`src/rtl/fqmtf_pkg.sv`:
```
// shared types and constants for the fifo queue with move-to-front
// holds action codes, field widths and the controller/datapath command and status structs
// no dependencies
`default_nettype none

package fqmtf_pkg;

    localparam int ACTION_W       = 2;
    localparam int VALUE_W        = 16;
    localparam int TIME_W         = 32;
    localparam int COUNT_W        = 5;

    localparam int DEF_DEPTH      = 16;
    localparam int DEF_DATA_WIDTH = 16;
    localparam int DEF_TIME_WIDTH = 32;

    typedef enum logic [ACTION_W-1:0] {
        ACT_ENQ   = 2'd0,
        ACT_DEQ   = 2'd1,
        ACT_MTF   = 2'd2,
        ACT_QUERY = 2'd3
    } t_action;

    typedef enum logic [1:0] {
        RD_SCAN,
        RD_PREV,
        RD_HEAD
    } t_rd_sel;

    typedef enum logic [3:0] {
        ST_IDLE,
        ST_EXEC,
        ST_SCAN_RD,
        ST_SCAN_CMP,
        ST_SHIFT_RD,
        ST_SHIFT_WR,
        ST_HEAD_WR,
        ST_FRONT_RD,
        ST_FRONT_LD
    } t_state;

    typedef struct packed {
        logic    load_item;
        logic    enq_wr;
        logic    deq;
        logic    set_err;
        logic    set_found;
        logic    take_match;
        logic    inc_k;
        logic    dec_k;
        logic    rd_en;
        t_rd_sel rd_sel;
        logic    wr_shift;
        logic    wr_head;
        logic    load_out;
    } t_dp_cmd;

    typedef struct packed {
        t_action action;
        logic    full;
        logic    empty;
        logic    match;
        logic    k_zero;
        logic    k_one;
        logic    k_last;
        logic    out_free;
    } t_dp_status;

endpackage

`default_nettype wire

```
`src/rtl/fqmtf_ctrl.sv`:
```
// controller state machine: sequences each action over the datapath
// depends on fqmtf_pkg for the state enum and the command/status structs
`default_nettype none

module fqmtf_ctrl (
    input  wire                    i_clk,
    input  wire                    i_rst_n,
    input  wire                    i_in_valid,
    output logic                   o_in_stall,
    input  wire fqmtf_pkg::t_dp_status i_status,
    output fqmtf_pkg::t_dp_cmd     o_cmd
);
    import fqmtf_pkg::*;

    t_state r_state;
    t_state n_state;

    always_ff @(posedge i_clk) begin
        if (!i_rst_n) begin
            r_state <= ST_IDLE;
        end else begin
            r_state <= n_state;
        end
    end

    always_comb begin
        n_state    = r_state;
        o_cmd      = '0;
        o_cmd.rd_sel = RD_HEAD;
        o_in_stall = (r_state != ST_IDLE);
        unique case (r_state)
            ST_IDLE: begin
                if (i_in_valid) begin
                    o_cmd.load_item = 1'b1;
                    n_state = ST_EXEC;
                end
            end
            ST_EXEC: begin
                unique case (i_status.action)
                    ACT_ENQ: begin
                        if (i_status.full) begin
                            o_cmd.set_err = 1'b1;
                        end else begin
                            o_cmd.enq_wr = 1'b1;
                        end
                        n_state = ST_FRONT_RD;
                    end
                    ACT_DEQ: begin
                        if (i_status.empty) begin
                            o_cmd.set_err = 1'b1;
                        end else begin
                            o_cmd.deq = 1'b1;
                        end
                        n_state = ST_FRONT_RD;
                    end
                    ACT_MTF: begin
                        n_state = i_status.empty ? ST_FRONT_RD : ST_SCAN_RD;
                    end
                    ACT_QUERY: begin
                        n_state = ST_FRONT_RD;
                    end
                endcase
            end
            ST_SCAN_RD: begin
                o_cmd.rd_en  = 1'b1;
                o_cmd.rd_sel = RD_SCAN;
                n_state = ST_SCAN_CMP;
            end
            ST_SCAN_CMP: begin
                if (i_status.match) begin
                    o_cmd.set_found  = 1'b1;
                    o_cmd.take_match = 1'b1;
                    // already at the front: order is unchanged
                    n_state = i_status.k_zero ? ST_FRONT_RD : ST_SHIFT_RD;
                end else if (i_status.k_last) begin
                    n_state = ST_FRONT_RD;
                end else begin
                    o_cmd.inc_k = 1'b1;
                    n_state = ST_SCAN_RD;
                end
            end
            ST_SHIFT_RD: begin
                o_cmd.rd_en  = 1'b1;
                o_cmd.rd_sel = RD_PREV;
                n_state = ST_SHIFT_WR;
            end
            ST_SHIFT_WR: begin
                o_cmd.wr_shift = 1'b1;
                o_cmd.dec_k    = 1'b1;
                n_state = i_status.k_one ? ST_HEAD_WR : ST_SHIFT_RD;
            end
            ST_HEAD_WR: begin
                o_cmd.wr_head = 1'b1;
                n_state = ST_FRONT_RD;
            end
            ST_FRONT_RD: begin
                o_cmd.rd_en  = 1'b1;
                o_cmd.rd_sel = RD_HEAD;
                n_state = ST_FRONT_LD;
            end
            ST_FRONT_LD: begin
                if (i_status.out_free) begin
                    o_cmd.load_out = 1'b1;
                    n_state = ST_IDLE;
                end
            end
            default: begin
                n_state = ST_IDLE;
            end
        endcase
    end

`ifndef SYNTHESIS
    a_front_ld_exit: assert property (@(posedge i_clk) disable iff (!i_rst_n)
        (r_state == ST_FRONT_LD && i_status.out_free) |=> (r_state == ST_IDLE))
        else $error("result loaded but controller did not return to idle");

    a_dec_k_nonzero: assert property (@(posedge i_clk) disable iff (!i_rst_n)
        o_cmd.dec_k |-> !i_status.k_zero)
        else $error("shift index stepped below zero");

    a_shift_after_match: assert property (@(posedge i_clk) disable iff (!i_rst_n)
        (r_state == ST_SCAN_CMP && n_state == ST_SHIFT_RD) |-> i_status.match)
        else $error("shift started without a match");
`endif

endmodule

`default_nettype wire

```
`src/rtl/fqmtf_dp.sv`:
```
// datapath: circular entry memory, head pointer, count, scan index and result register
// depends on fqmtf_pkg for field widths and the command/status structs
`default_nettype none

module fqmtf_dp #(
    parameter int DEPTH      = fqmtf_pkg::DEF_DEPTH,
    parameter int DATA_WIDTH = fqmtf_pkg::DEF_DATA_WIDTH,
    parameter int TIME_WIDTH = fqmtf_pkg::DEF_TIME_WIDTH
) (
    input  wire                                  i_clk,
    input  wire                                  i_rst_n,
    input  wire fqmtf_pkg::t_dp_cmd              i_cmd,
    output fqmtf_pkg::t_dp_status                o_status,
    input  wire [fqmtf_pkg::ACTION_W-1:0]        i_action,
    input  wire [fqmtf_pkg::VALUE_W-1:0]         i_value,
    input  wire [fqmtf_pkg::TIME_W-1:0]          i_start_time,
    output logic                                 o_out_valid,
    input  wire                                  i_out_stall,
    output logic [fqmtf_pkg::VALUE_W-1:0]        o_front_value,
    output logic [fqmtf_pkg::TIME_W-1:0]         o_front_time,
    output logic [fqmtf_pkg::COUNT_W-1:0]        o_entry_count,
    output logic                                 o_is_empty,
    output logic                                 o_found,
    output logic                                 o_error
);
    import fqmtf_pkg::*;

    localparam int AW = (DEPTH > 1) ? $clog2(DEPTH) : 1;
    localparam int CW = $clog2(DEPTH + 1);
    localparam logic [AW:0]   DEPTH_A = (AW + 1)'(DEPTH);
    localparam logic [CW-1:0] DEPTH_C = CW'(DEPTH);

    // head plus offset, wrapped around the ring
    function automatic logic [AW-1:0] wrap_add(input logic [AW-1:0] base,
                                               input logic [AW-1:0] off);
        logic [AW:0] sum;
        begin
            sum = {1'b0, base} + {1'b0, off};
            if (sum >= DEPTH_A) begin
                sum = sum - DEPTH_A;
            end
            wrap_add = sum[AW-1:0];
        end
    endfunction

    logic [DATA_WIDTH-1:0] r_mem_value [DEPTH];
    logic [TIME_WIDTH-1:0] r_mem_time  [DEPTH];

    logic [AW-1:0]         r_head;
    logic [CW-1:0]         r_count;
    logic [AW-1:0]         r_k;
    t_action               r_action;
    logic [DATA_WIDTH-1:0] r_item_value;
    logic [TIME_WIDTH-1:0] r_item_time;
    logic [DATA_WIDTH-1:0] r_rd_value;
    logic [TIME_WIDTH-1:0] r_rd_time;
    logic [DATA_WIDTH-1:0] r_mv_value;
    logic [TIME_WIDTH-1:0] r_mv_time;
    logic                  r_found;
    logic                  r_err;
    logic                  r_out_valid;
    logic [VALUE_W-1:0]    r_out_value;
    logic [TIME_W-1:0]     r_out_time;
    logic [COUNT_W-1:0]    r_out_count;
    logic                  r_out_empty;
    logic                  r_out_found;
    logic                  r_out_err;

    logic [AW-1:0]         rd_addr;
    logic [AW-1:0]         wr_addr;
    logic                  wr_en;
    logic [DATA_WIDTH-1:0] wr_value;
    logic [TIME_WIDTH-1:0] wr_time;
    logic                  out_free;

    assign out_free = !r_out_valid || !i_out_stall;

    always_comb begin
        case (i_cmd.rd_sel)
            RD_SCAN: rd_addr = wrap_add(r_head, r_k);
            RD_PREV: rd_addr = wrap_add(r_head, r_k - AW'(1));
            default: rd_addr = r_head;
        endcase
    end

    always_comb begin
        wr_en    = i_cmd.enq_wr || i_cmd.wr_shift || i_cmd.wr_head;
        wr_addr  = r_head;
        wr_value = r_mv_value;
        wr_time  = r_mv_time;
        if (i_cmd.enq_wr) begin
            // tail slot; count is below depth here
            wr_addr  = wrap_add(r_head, r_count[AW-1:0]);
            wr_value = r_item_value;
            wr_time  = r_item_time;
        end else if (i_cmd.wr_shift) begin
            wr_addr  = wrap_add(r_head, r_k);
            wr_value = r_rd_value;
            wr_time  = r_rd_time;
        end
    end

    always_ff @(posedge i_clk) begin
        if (wr_en) begin
            r_mem_value[wr_addr] <= wr_value;
            r_mem_time[wr_addr]  <= wr_time;
        end
        if (i_cmd.rd_en) begin
            r_rd_value <= r_mem_value[rd_addr];
            r_rd_time  <= r_mem_time[rd_addr];
        end
    end

    always_ff @(posedge i_clk) begin
        if (!i_rst_n) begin
            r_head      <= '0;
            r_count     <= '0;
            r_out_valid <= 1'b0;
        end else begin
            if (i_cmd.enq_wr) begin
                r_count <= r_count + CW'(1);
            end else if (i_cmd.deq) begin
                r_count <= r_count - CW'(1);
                r_head  <= wrap_add(r_head, AW'(1));
            end
            if (i_cmd.load_out) begin
                r_out_valid <= 1'b1;
            end else if (!i_out_stall) begin
                r_out_valid <= 1'b0;
            end
        end
    end

    always_ff @(posedge i_clk) begin
        if (i_cmd.load_item) begin
            r_action     <= t_action'(i_action);
            r_item_value <= DATA_WIDTH'(i_value);
            r_item_time  <= TIME_WIDTH'(i_start_time);
            r_k          <= '0;
            r_found      <= 1'b0;
            r_err        <= 1'b0;
        end else begin
            if (i_cmd.inc_k) begin
                r_k <= r_k + AW'(1);
            end else if (i_cmd.dec_k) begin
                r_k <= r_k - AW'(1);
            end
            if (i_cmd.set_err) begin
                r_err <= 1'b1;
            end
            if (i_cmd.set_found) begin
                r_found <= 1'b1;
            end
        end
        if (i_cmd.take_match) begin
            r_mv_value <= r_rd_value;
            r_mv_time  <= r_rd_time;
        end
        if (i_cmd.load_out) begin
            r_out_value <= (r_count == '0) ? '0 : VALUE_W'(r_rd_value);
            r_out_time  <= (r_count == '0) ? '0 : TIME_W'(r_rd_time);
            r_out_count <= COUNT_W'(r_count);
            r_out_empty <= (r_count == '0);
            r_out_found <= r_found;
            r_out_err   <= r_err;
        end
    end

    always_comb begin
        o_status.action   = r_action;
        o_status.full     = (r_count == DEPTH_C);
        o_status.empty    = (r_count == '0);
        o_status.match    = (r_rd_value == r_item_value);
        o_status.k_zero   = (r_k == '0);
        o_status.k_one    = (r_k == AW'(1));
        o_status.k_last   = ((CW'(r_k) + CW'(1)) == r_count);
        o_status.out_free = out_free;
    end

    assign o_out_valid   = r_out_valid;
    assign o_front_value = r_out_value;
    assign o_front_time  = r_out_time;
    assign o_entry_count = r_out_count;
    assign o_is_empty    = r_out_empty;
    assign o_found       = r_out_found;
    assign o_error       = r_out_err;

`ifndef SYNTHESIS
    a_count_bound: assert property (@(posedge i_clk) disable iff (!i_rst_n)
        r_count <= DEPTH_C)
        else $error("entry count above depth");

    a_enq_not_full: assert property (@(posedge i_clk) disable iff (!i_rst_n)
        i_cmd.enq_wr |-> (r_count != DEPTH_C))
        else $error("write at tail while full");

    a_deq_count: assert property (@(posedge i_clk) disable iff (!i_rst_n)
        i_cmd.deq |=> (r_count == $past(r_count) - CW'(1)))
        else $error("dequeue did not lower the count by one");
`endif

endmodule

`default_nettype wire

```
`src/rtl/fifo_queue_with_move_to_front.sv`:
```
// top level of the bounded fifo of value/start-time pairs with move-to-front
// instantiates fqmtf_ctrl and fqmtf_dp; depends on fqmtf_pkg
`default_nettype none

// Bounded queue of (value, start time) pairs kept in a ring memory of DEPTH
// entries. Each item carries one action (enqueue, dequeue, move first matching value to
// the front, query) and returns one result describing the queue afterwards. One item is
// in work at a time: enqueue, dequeue and query pass through execute, front read and
// result load; move-to-front reads and compares one entry at a time while scanning from
// the front and, on a match not at the front, moves each entry ahead of it back one slot
// by a read and a write, then writes the match at the head. The memory has one
// registered read port. A finished result waits in an output register while the next
// item is taken. entry_count reports the low 5 bits of the occupancy.
module fifo_queue_with_move_to_front #(
    parameter int DEPTH      = fqmtf_pkg::DEF_DEPTH,
    parameter int DATA_WIDTH = fqmtf_pkg::DEF_DATA_WIDTH,
    parameter int TIME_WIDTH = fqmtf_pkg::DEF_TIME_WIDTH
) (
    input  wire                              i_clk,
    input  wire                              i_rst_n,
    input  wire                              i_in_valid,
    output logic                             o_in_stall,
    input  wire [fqmtf_pkg::ACTION_W-1:0]    i_action,
    input  wire [fqmtf_pkg::VALUE_W-1:0]     i_value,
    input  wire [fqmtf_pkg::TIME_W-1:0]      i_start_time,
    output logic                             o_out_valid,
    input  wire                              i_out_stall,
    output logic [fqmtf_pkg::VALUE_W-1:0]    o_front_value,
    output logic [fqmtf_pkg::TIME_W-1:0]     o_front_time,
    output logic [fqmtf_pkg::COUNT_W-1:0]    o_entry_count,
    output logic                             o_is_empty,
    output logic                             o_found,
    output logic                             o_error
);
    import fqmtf_pkg::*;

    t_dp_cmd    cmd;
    t_dp_status status;

    fqmtf_ctrl u_ctrl (
        .i_clk      (i_clk),
        .i_rst_n    (i_rst_n),
        .i_in_valid (i_in_valid),
        .o_in_stall (o_in_stall),
        .i_status   (status),
        .o_cmd      (cmd)
    );

    fqmtf_dp #(
        .DEPTH      (DEPTH),
        .DATA_WIDTH (DATA_WIDTH),
        .TIME_WIDTH (TIME_WIDTH)
    ) u_dp (
        .i_clk         (i_clk),
        .i_rst_n       (i_rst_n),
        .i_cmd         (cmd),
        .o_status      (status),
        .i_action      (i_action),
        .i_value       (i_value),
        .i_start_time  (i_start_time),
        .o_out_valid   (o_out_valid),
        .i_out_stall   (i_out_stall),
        .o_front_value (o_front_value),
        .o_front_time  (o_front_time),
        .o_entry_count (o_entry_count),
        .o_is_empty    (o_is_empty),
        .o_found       (o_found),
        .o_error       (o_error)
    );

endmodule

`default_nettype wire

```
`config.mk`:
```
export PLATFORM = sky130hd
export DESIGN_NAME = fifo_queue_with_move_to_front
export DESIGN_NICKNAME = d
export VERILOG_FILES = /design/src/rtl/fqmtf_pkg.sv /design/src/rtl/fqmtf_ctrl.sv /design/src/rtl/fqmtf_dp.sv /design/src/rtl/fifo_queue_with_move_to_front.sv
export SDC_FILE = /design/constraint.sdc
export NUM_CORES = 1
export LEC_CHECK = 0
export ABC_AREA = 1
export BUFFER_PORTS_ARGS = -buffer_cell sky130_fd_sc_hd__buf_4
export CORE_MARGIN = 4
export CORE_UTILIZATION = 40
export DETAILED_ROUTE_END_ITERATION = 7
export PLACE_DENSITY = 0.52
export RECOVER_POWER = 50
export SLEW_MARGIN = 30
export SYNTH_ARGS = -nofsm -noshare
export SYNTH_HDL_FRONTEND = slang
export SYNTH_SLANG_ARGS = --single-unit
```
`constraint.sdc`:
```
create_clock -name i_clk -period 6.25 [get_ports i_clk]
set_clock_uncertainty 0.05 [all_clocks]
set_input_delay 1.25 -clock i_clk [delete_from_list [all_inputs] [get_ports i_clk]]
set_output_delay 1.25 -clock i_clk [all_outputs]
set_load 0.005 [all_outputs]
```
==> flow_summary.ini, run 1 <==
[status]
status = finished, violations left
violations = capacitance limit, slew limit

[global_routing]
grtUsageTotal_pct = 20.3
antenna_found_initial = 2
grt_overflow = 0
grt_pass1_vias = 26715
grt_max_degree = 141
grt_pass1_wl_um = 173000

[routing]
ant_nets = 0
detail_route.first_pass.iterations = 5
via_per_inst = 5.20
drt-initial-drc-count = 2622
wl_per_cell_um = 21.2
routed_wl_um = 114000
vias = 28135
drc = 0

[clock_tree]
clkSinkCount = 990
postCtsSetupBuffers = 0
post_cts_resized = 0
cts_buffers = 107
clock_latency_ps = 690
cts_hold_buf = 0
cts_tree = done
clk_pin_slew_ps = 60
root_buffer = clkbuf_16
cts_buffer_depth = 3
htree_num_levels = 3

[job]
maxCapViolCount = 8

[floorplan]
fp.coreArea_mm2 = 0.104
ioPinCount = 112
die_w_um = 333
dieArea_mm2 = 0.111
die_y_um = 333
num_rows = 118
initial_core_util_pct = 40.6

[yosys]
synth_area_per_cell_um2 = 11.0
netlist_area_mm2 = 0.0422
synth.distinct_cells = 32
synth_cells = 3843
synth_top_area_share_pct = 69.0
synth_largest_area_cell = edfxtp_1
synth_warnings = 0
ys_top_cells_by_area = edfxtp_1 (69%), nand2_1 (10%), nand3_1 (9.5%)
synth-seq-cells = 990
synth_fp_nets = 3917
ys_seq_area_share_pct = 69.9

[pwr]
combPwrFrac_pct = 29.9
vdd_drop_max_mv = 0.327
p_sw_share_pct = 36.0
power.leakage_uw = 0.0189
cellPowerDensity_mw_per_mm2 = 435
clkPwrFrac_pct = 28.9
power.internal_uw = 13400
p_seq_share_pct = 41.2
netSwitchingPower_uw = 7550

[sta]
worst_pin_slew_ps = 4780
period_minus_slack_ps = 5080
finalSetupViolCount = 0
grt_setup_unrepaired = false
hold_ws_ps = 391
slew_violations = 258
min_period_over_period_pct = 81.2
hold_viol_final = 0
max_freq_mhz = 197
slew_headroom_pct = -219
tns_ps = 0

[place]
place.gp.congestion = 0.763
dp_cells = 5208
io_buffers = 111
place_hpwl_um = 61400
placed_cell_area_mm2 = 0.0450

[layout]
fin_cells = 5413
fillCellCount = 9614
area_growth_pct = 14.1
fin_area_mm2 = 0.0482
drive_above_1_share_pct = 8.70
layout.nets = 4015
diodes = 0

[min_path]
holdCritPathClass = reg -> reg

[worst_setup_path]
criticalPathCategory = reg -> reg
critPathMaxFanout = 45
cp-start-kind = flop
endpoint_kind = flop
worstPathRequired_ps = 6550
cp.arrival_ps = 5370
per-layer routing:
metal	part of all wire (%)	vias up	track usage, %
met5	0.016	-	0
met4	2.2	2	5.10
met3	6.4	164	3.35
met2	46	826	32.0
met1	46	13826	29.4
li1	-	13317	-
kinds of logic after synthesis:
kind of cell,count (synthesis),synth area share [%]
compound gates,107,1.52
flops,990,69.9
simple gates,2115,21.7
fa+ha+maj,20,0.664
buf+inv,598,5.87
xor+xnor,13,0.270
path summary, 6_finish.rpt:
kind,start,endpoint,slack [ps],cells after the start
setup / recovery,u_ctrl.r_state[0],u_dp.r_mem_value[3][1],1170,8
hold / removal,u_dp.r_found,u_dp.o_found,390,0
setup reg to reg,u_ctrl.r_state[0],u_dp.r_mem_value[3][1],1170,8
hold reg to reg,u_dp.r_found,u_dp.o_found,390,0
layout by cell type (no fill, tap or decap), drive strengths merged:
cell         n
o21ai       30
bufinv       6
xor2         6
a31oi       35
fa           4
o211ai      21
o21a         1
buf         63
inv        375
xnor2        7
nand2     1163
or2          1
o22ai        1
edfxtp     970
clkinvlp     2
o21bai       1
clkinv      62
ha          16
nand4        5
clkbuf     280
nor2        89
nand3      805
nor3         3
nand3b      48
dfxtp       20
nor3b        1
a21oi       18
cells in the mapped netlist, drive strengths merged:
| library cell | instances |
|---|---|
| o21a | 1 |
| o22ai | 1 |
| or2 | 1 |
| o21bai | 1 |
| nand4 | 5 |
| fa | 4 |
| clkbuf | 50 |
| ha | 16 |
| a31oi | 35 |
| nor3 | 3 |
| xor2 | 6 |
| nor3b | 1 |
| nor2 | 89 |
| xnor2 | 7 |
| nand3b | 48 |
| buf | 177 |
| dfxtp | 20 |
| o21ai | 30 |
| a21oi | 18 |
| edfxtp | 970 |
| o211ai | 21 |
| inv | 371 |
| nand2 | 1163 |
| nand3 | 805 |
flip-flops by register name (all words and copies together) (netlist names), 4 cells and up:
signal / cells
u_dp.o_entry_count: 5
u_dp.r_k: 4
u_dp.r_mem_time: 512
u_dp.r_mv_time: 32
u_dp.r_rd_value: 16
u_dp.o_front_time: 32
u_dp.r_mv_value: 16
u_dp.r_mem_value: 256
u_dp.r_count: 5
u_ctrl.r_state: 4
u_dp.r_item_time: 32
u_dp.r_item_value: 16
u_dp.r_rd_time: 32
u_dp.r_head: 4
u_dp.o_front_value: 16
worst max-delay path, cell delays in order (launching register included):
cell	delay (ps)
dfxtp_1	400
inv_1	100
nor2_1	130
nand2_1	700
clkinv_2	410
clkbuf_1	1790
o211ai_1	130
o21ai_0	180
clkbuf_1	790
stage by stage:
| stage | util, % | power (µW) | setup WS [ps] |
|---|---|---|---|
| final | 46.3 | 21000 | 1170 |
| after detailed placement | 43.2 | 15100 | 2070 |
| after CTS | 46.4 | 21100 | 2080 |
| after floorplan | - | 12900 | 2020 |
| after global placement | 43.0 | 15000 | 1970 |
| after global routing | 46.3 | 22200 | 926 |
power by group through the flow:
| stage | Sequential (µW) | Combinational [µW] | Clock [µW] |
|---|---|---|---|
| after floorplan | 8560 | 4360 | 0 |
| after global placement | 8740 | 6290 | 0 |
| after detailed placement | 8740 | 6330 | 0 |
| after CTS | 8610 | 6340 | 6190 |
| after global routing | 8680 | 7080 | 6460 |
| final | 8640 | 6260 | 6060 |
final cells by class:
| class | instances | area [µm²] | area share (%) |
|---|---|---|---|
| Sequential cell | 990 | 29500 | 61.3 |
| Clock inverter | 74 | 559 | 1.16 |
| Timing Repair Buffer | 216 | 1720 | 3.58 |
| Clock buffer | 127 | 2770 | 5.76 |
| Inverter | 371 | 1400 | 2.90 |
| Multi-Input combinational cell | 2255 | 10400 | 21.7 |
| Tap cell | 1380 | 1730 | 3.59 |
Note: power is estimated with default switching activity, not from simulation.
==> run 2: changes to the inputs <==
- PLACE_DENSITY: 0.52 -> 0.54
- clock period: 6.25 -> 4.1 ns (I/O delays scaled with it)
==> run 2 against run 1 <==
The flow still finishes with violations (capacitance limit, slew limit). Clock power grew 48%. Sequential power grew 52%. Maximum frequency grew 44%. Final cell count is essentially flat. Via count shrank 0.36%. Combinational power grew 54%. First-iteration DRC count shrank 5.5%. Global-route usage shrank 0.075 points. Setup slack lost 590 ps. Sequential share of layout area shrank 0.073 points. Clock-buffer cell count shrank 3. Worst hold slack lost 100 ps. Critical path type unchanged. Largest power group unchanged.
==> flow_summary.ini, run 2 (same netlist as run 1, synthesis figures left out) <==
[worst_setup_path]
worstReg2RegEnd = u_dp.r_mem_time[13][27]
critPathMaxFanout = 20
criticalPathCategory = reg -> reg
crit_start = u_ctrl.r_state[1]
worstPathRequired_ps = 4400
r2r_start = u_ctrl.r_state[1]
r2r_cells = 7
endpoint_kind = flop
cp.arrival_ps = 3820
cp-start-kind = flop
r2r_setup_slack_ps = 580

[layout]
mostFrequentLayoutCell = nand2_1
largest_register_ffs = 512
layout.nets = 4028
layout_common_cells = nand2_1 (1160), edfxtp_1 (970), nand3_1 (802)
largestRegisters = u_dp.r_mem_time (512), u_dp.r_mem_value (256)
fin_cells = 5417
area_growth_pct = 14.2
final_util_pct = 46.3
drive_above_1_share_pct = 8.80
fillCellCount = 9569
top_register = u_dp.r_mem_time

[floorplan]
die_w_um = 333
ioPinCount = 112
initial_core_util_pct = 40.6
fp.coreArea_mm2 = 0.104
dieArea_mm2 = 0.111
num_rows = 118
die_y_um = 333

[clock_tree]
cts_tree = done
cts_hold_buf = 0
postCtsSetupBuffers = 0
clkSinkCount = 990
htree_num_levels = 3
clock_latency_ps = 670
cts_buffers = 106
root_buffer = clkbuf_16
clk_pin_slew_ps = 60
post_cts_resized = 0
cts_buffer_depth = 3

[sta]
hold_ws_ps = 290
grt_setup_unrepaired = false
worst_slack_ps = 580
tns_ps = 0
worst_pin_slew_ps = 1630
period_minus_slack_ps = 3520
min_period_over_period_pct = 85.8
max_freq_mhz = 284
slew_violations = 16
slew_headroom_pct = -8.83
hold_viol_final = 0
finalSetupViolCount = 0

[routing]
drc = 0
routed_wl_um = 114000
wl_per_cell_um = 21.0
ant_nets = 0
drt-initial-drc-count = 2477
detail_route.first_pass.iterations = 7
vias = 28035
via_per_inst = 5.18

[place]
place.gp.congestion = 0.783
io_buffers = 111
place_hpwl_um = 58300
dp_cells = 5226
pre_cts_ws_ps = 706

[global_routing]
grt_pass1_vias = 27021
grt_overflow = 0
antenna_found_initial = 1
grt_max_degree = 153
grt_pass1_wl_um = 172000
grtUsageTotal_pct = 20.2

[pwr]
cellPowerDensity_mw_per_mm2 = 657
vdd_drop_max_mv = 0.509
power.leakage_uw = 0.0189

[min_path]
hold_end = u_dp.r_item_time[6]
hold_start = i_start_time[6]
holdCritPathClass = in -> reg
holdPathStages = 1

[job]
maxCapViolCount = 1

[status]
status = finished, violations left
violations = capacitance limit, slew limit
run 2: cell types whose count changed in the layout (fill, tap and decap cells not counted), moves of 5 or more:
cell / delta
buf_12: +21
clkbuf_2: +5
clkinv_2: -6
clkbuf_1: -5
buf_16: -8
run 2: stage by stage:
stage                     cell area (µm²)  power [µW]
after CTS                           48500       32000
final                               48200       31700
after detailed placement            45300       23000
after global placement              45200       23000
after global routing                48200       33600
after floorplan                     42200       19700
run 2: routing by layer:
| layer | track usage, % | share of wire [%] |
|---|---|---|
| met3 | 3.09 | 6.2 |
| met5 | 0 | 0 |
| met1 | 28.8 | 45 |
| met2 | 32.6 | 47 |
| met4 | 5.08 | 1.9 |
run 2: worst max-delay path by stage:
stage | to | slack, ps | depth (start not counted)
2_1_floorplan | u_dp.r_mem_time[12][0] | -20 | 9
3_3_place_gp | u_dp.r_rd_time[16] | 730 | 11
3_5_place_dp | u_dp.r_rd_time[10] | 710 | 12
4_1_cts | u_dp.r_rd_time[16] | 700 | 11
5_1_grt | u_dp.r_mem_time[12][28] | 340 | 7
6_report | u_dp.r_mem_time[13][27] | 580 | 7
run 2: worst max-delay path: stages (launching register included):
cell and delay, ps:
dfxtp_1 450, nor2_1 100, nand2_1 220, clkbuf_2 740, clkbuf_2 680, nand2_1 110
a31oi_1 210, clkbuf_1 620
run 2: where the power goes:
part / internal [µW] / switching [µW] / total [µW]
clock network: 5110 / 3860 / 8970
logic: 2720 / 6890 / 9610
registers: 12600 / 497 / 13100
total: 20400 / 11200 / 31700
run 2: layout make-up:
type	count	area [µm²]	share of cell area [%]
tap	1380	1730	3.58
multi-input combinational	2255	10400	21.6
antenna	1	2.50	0.00519
clock buffer	124	2740	5.69
inverter	371	1400	2.90
sequential	990	29500	61.2
clock inverter	66	459	0.952
timing repair buffer	230	1930	4.01
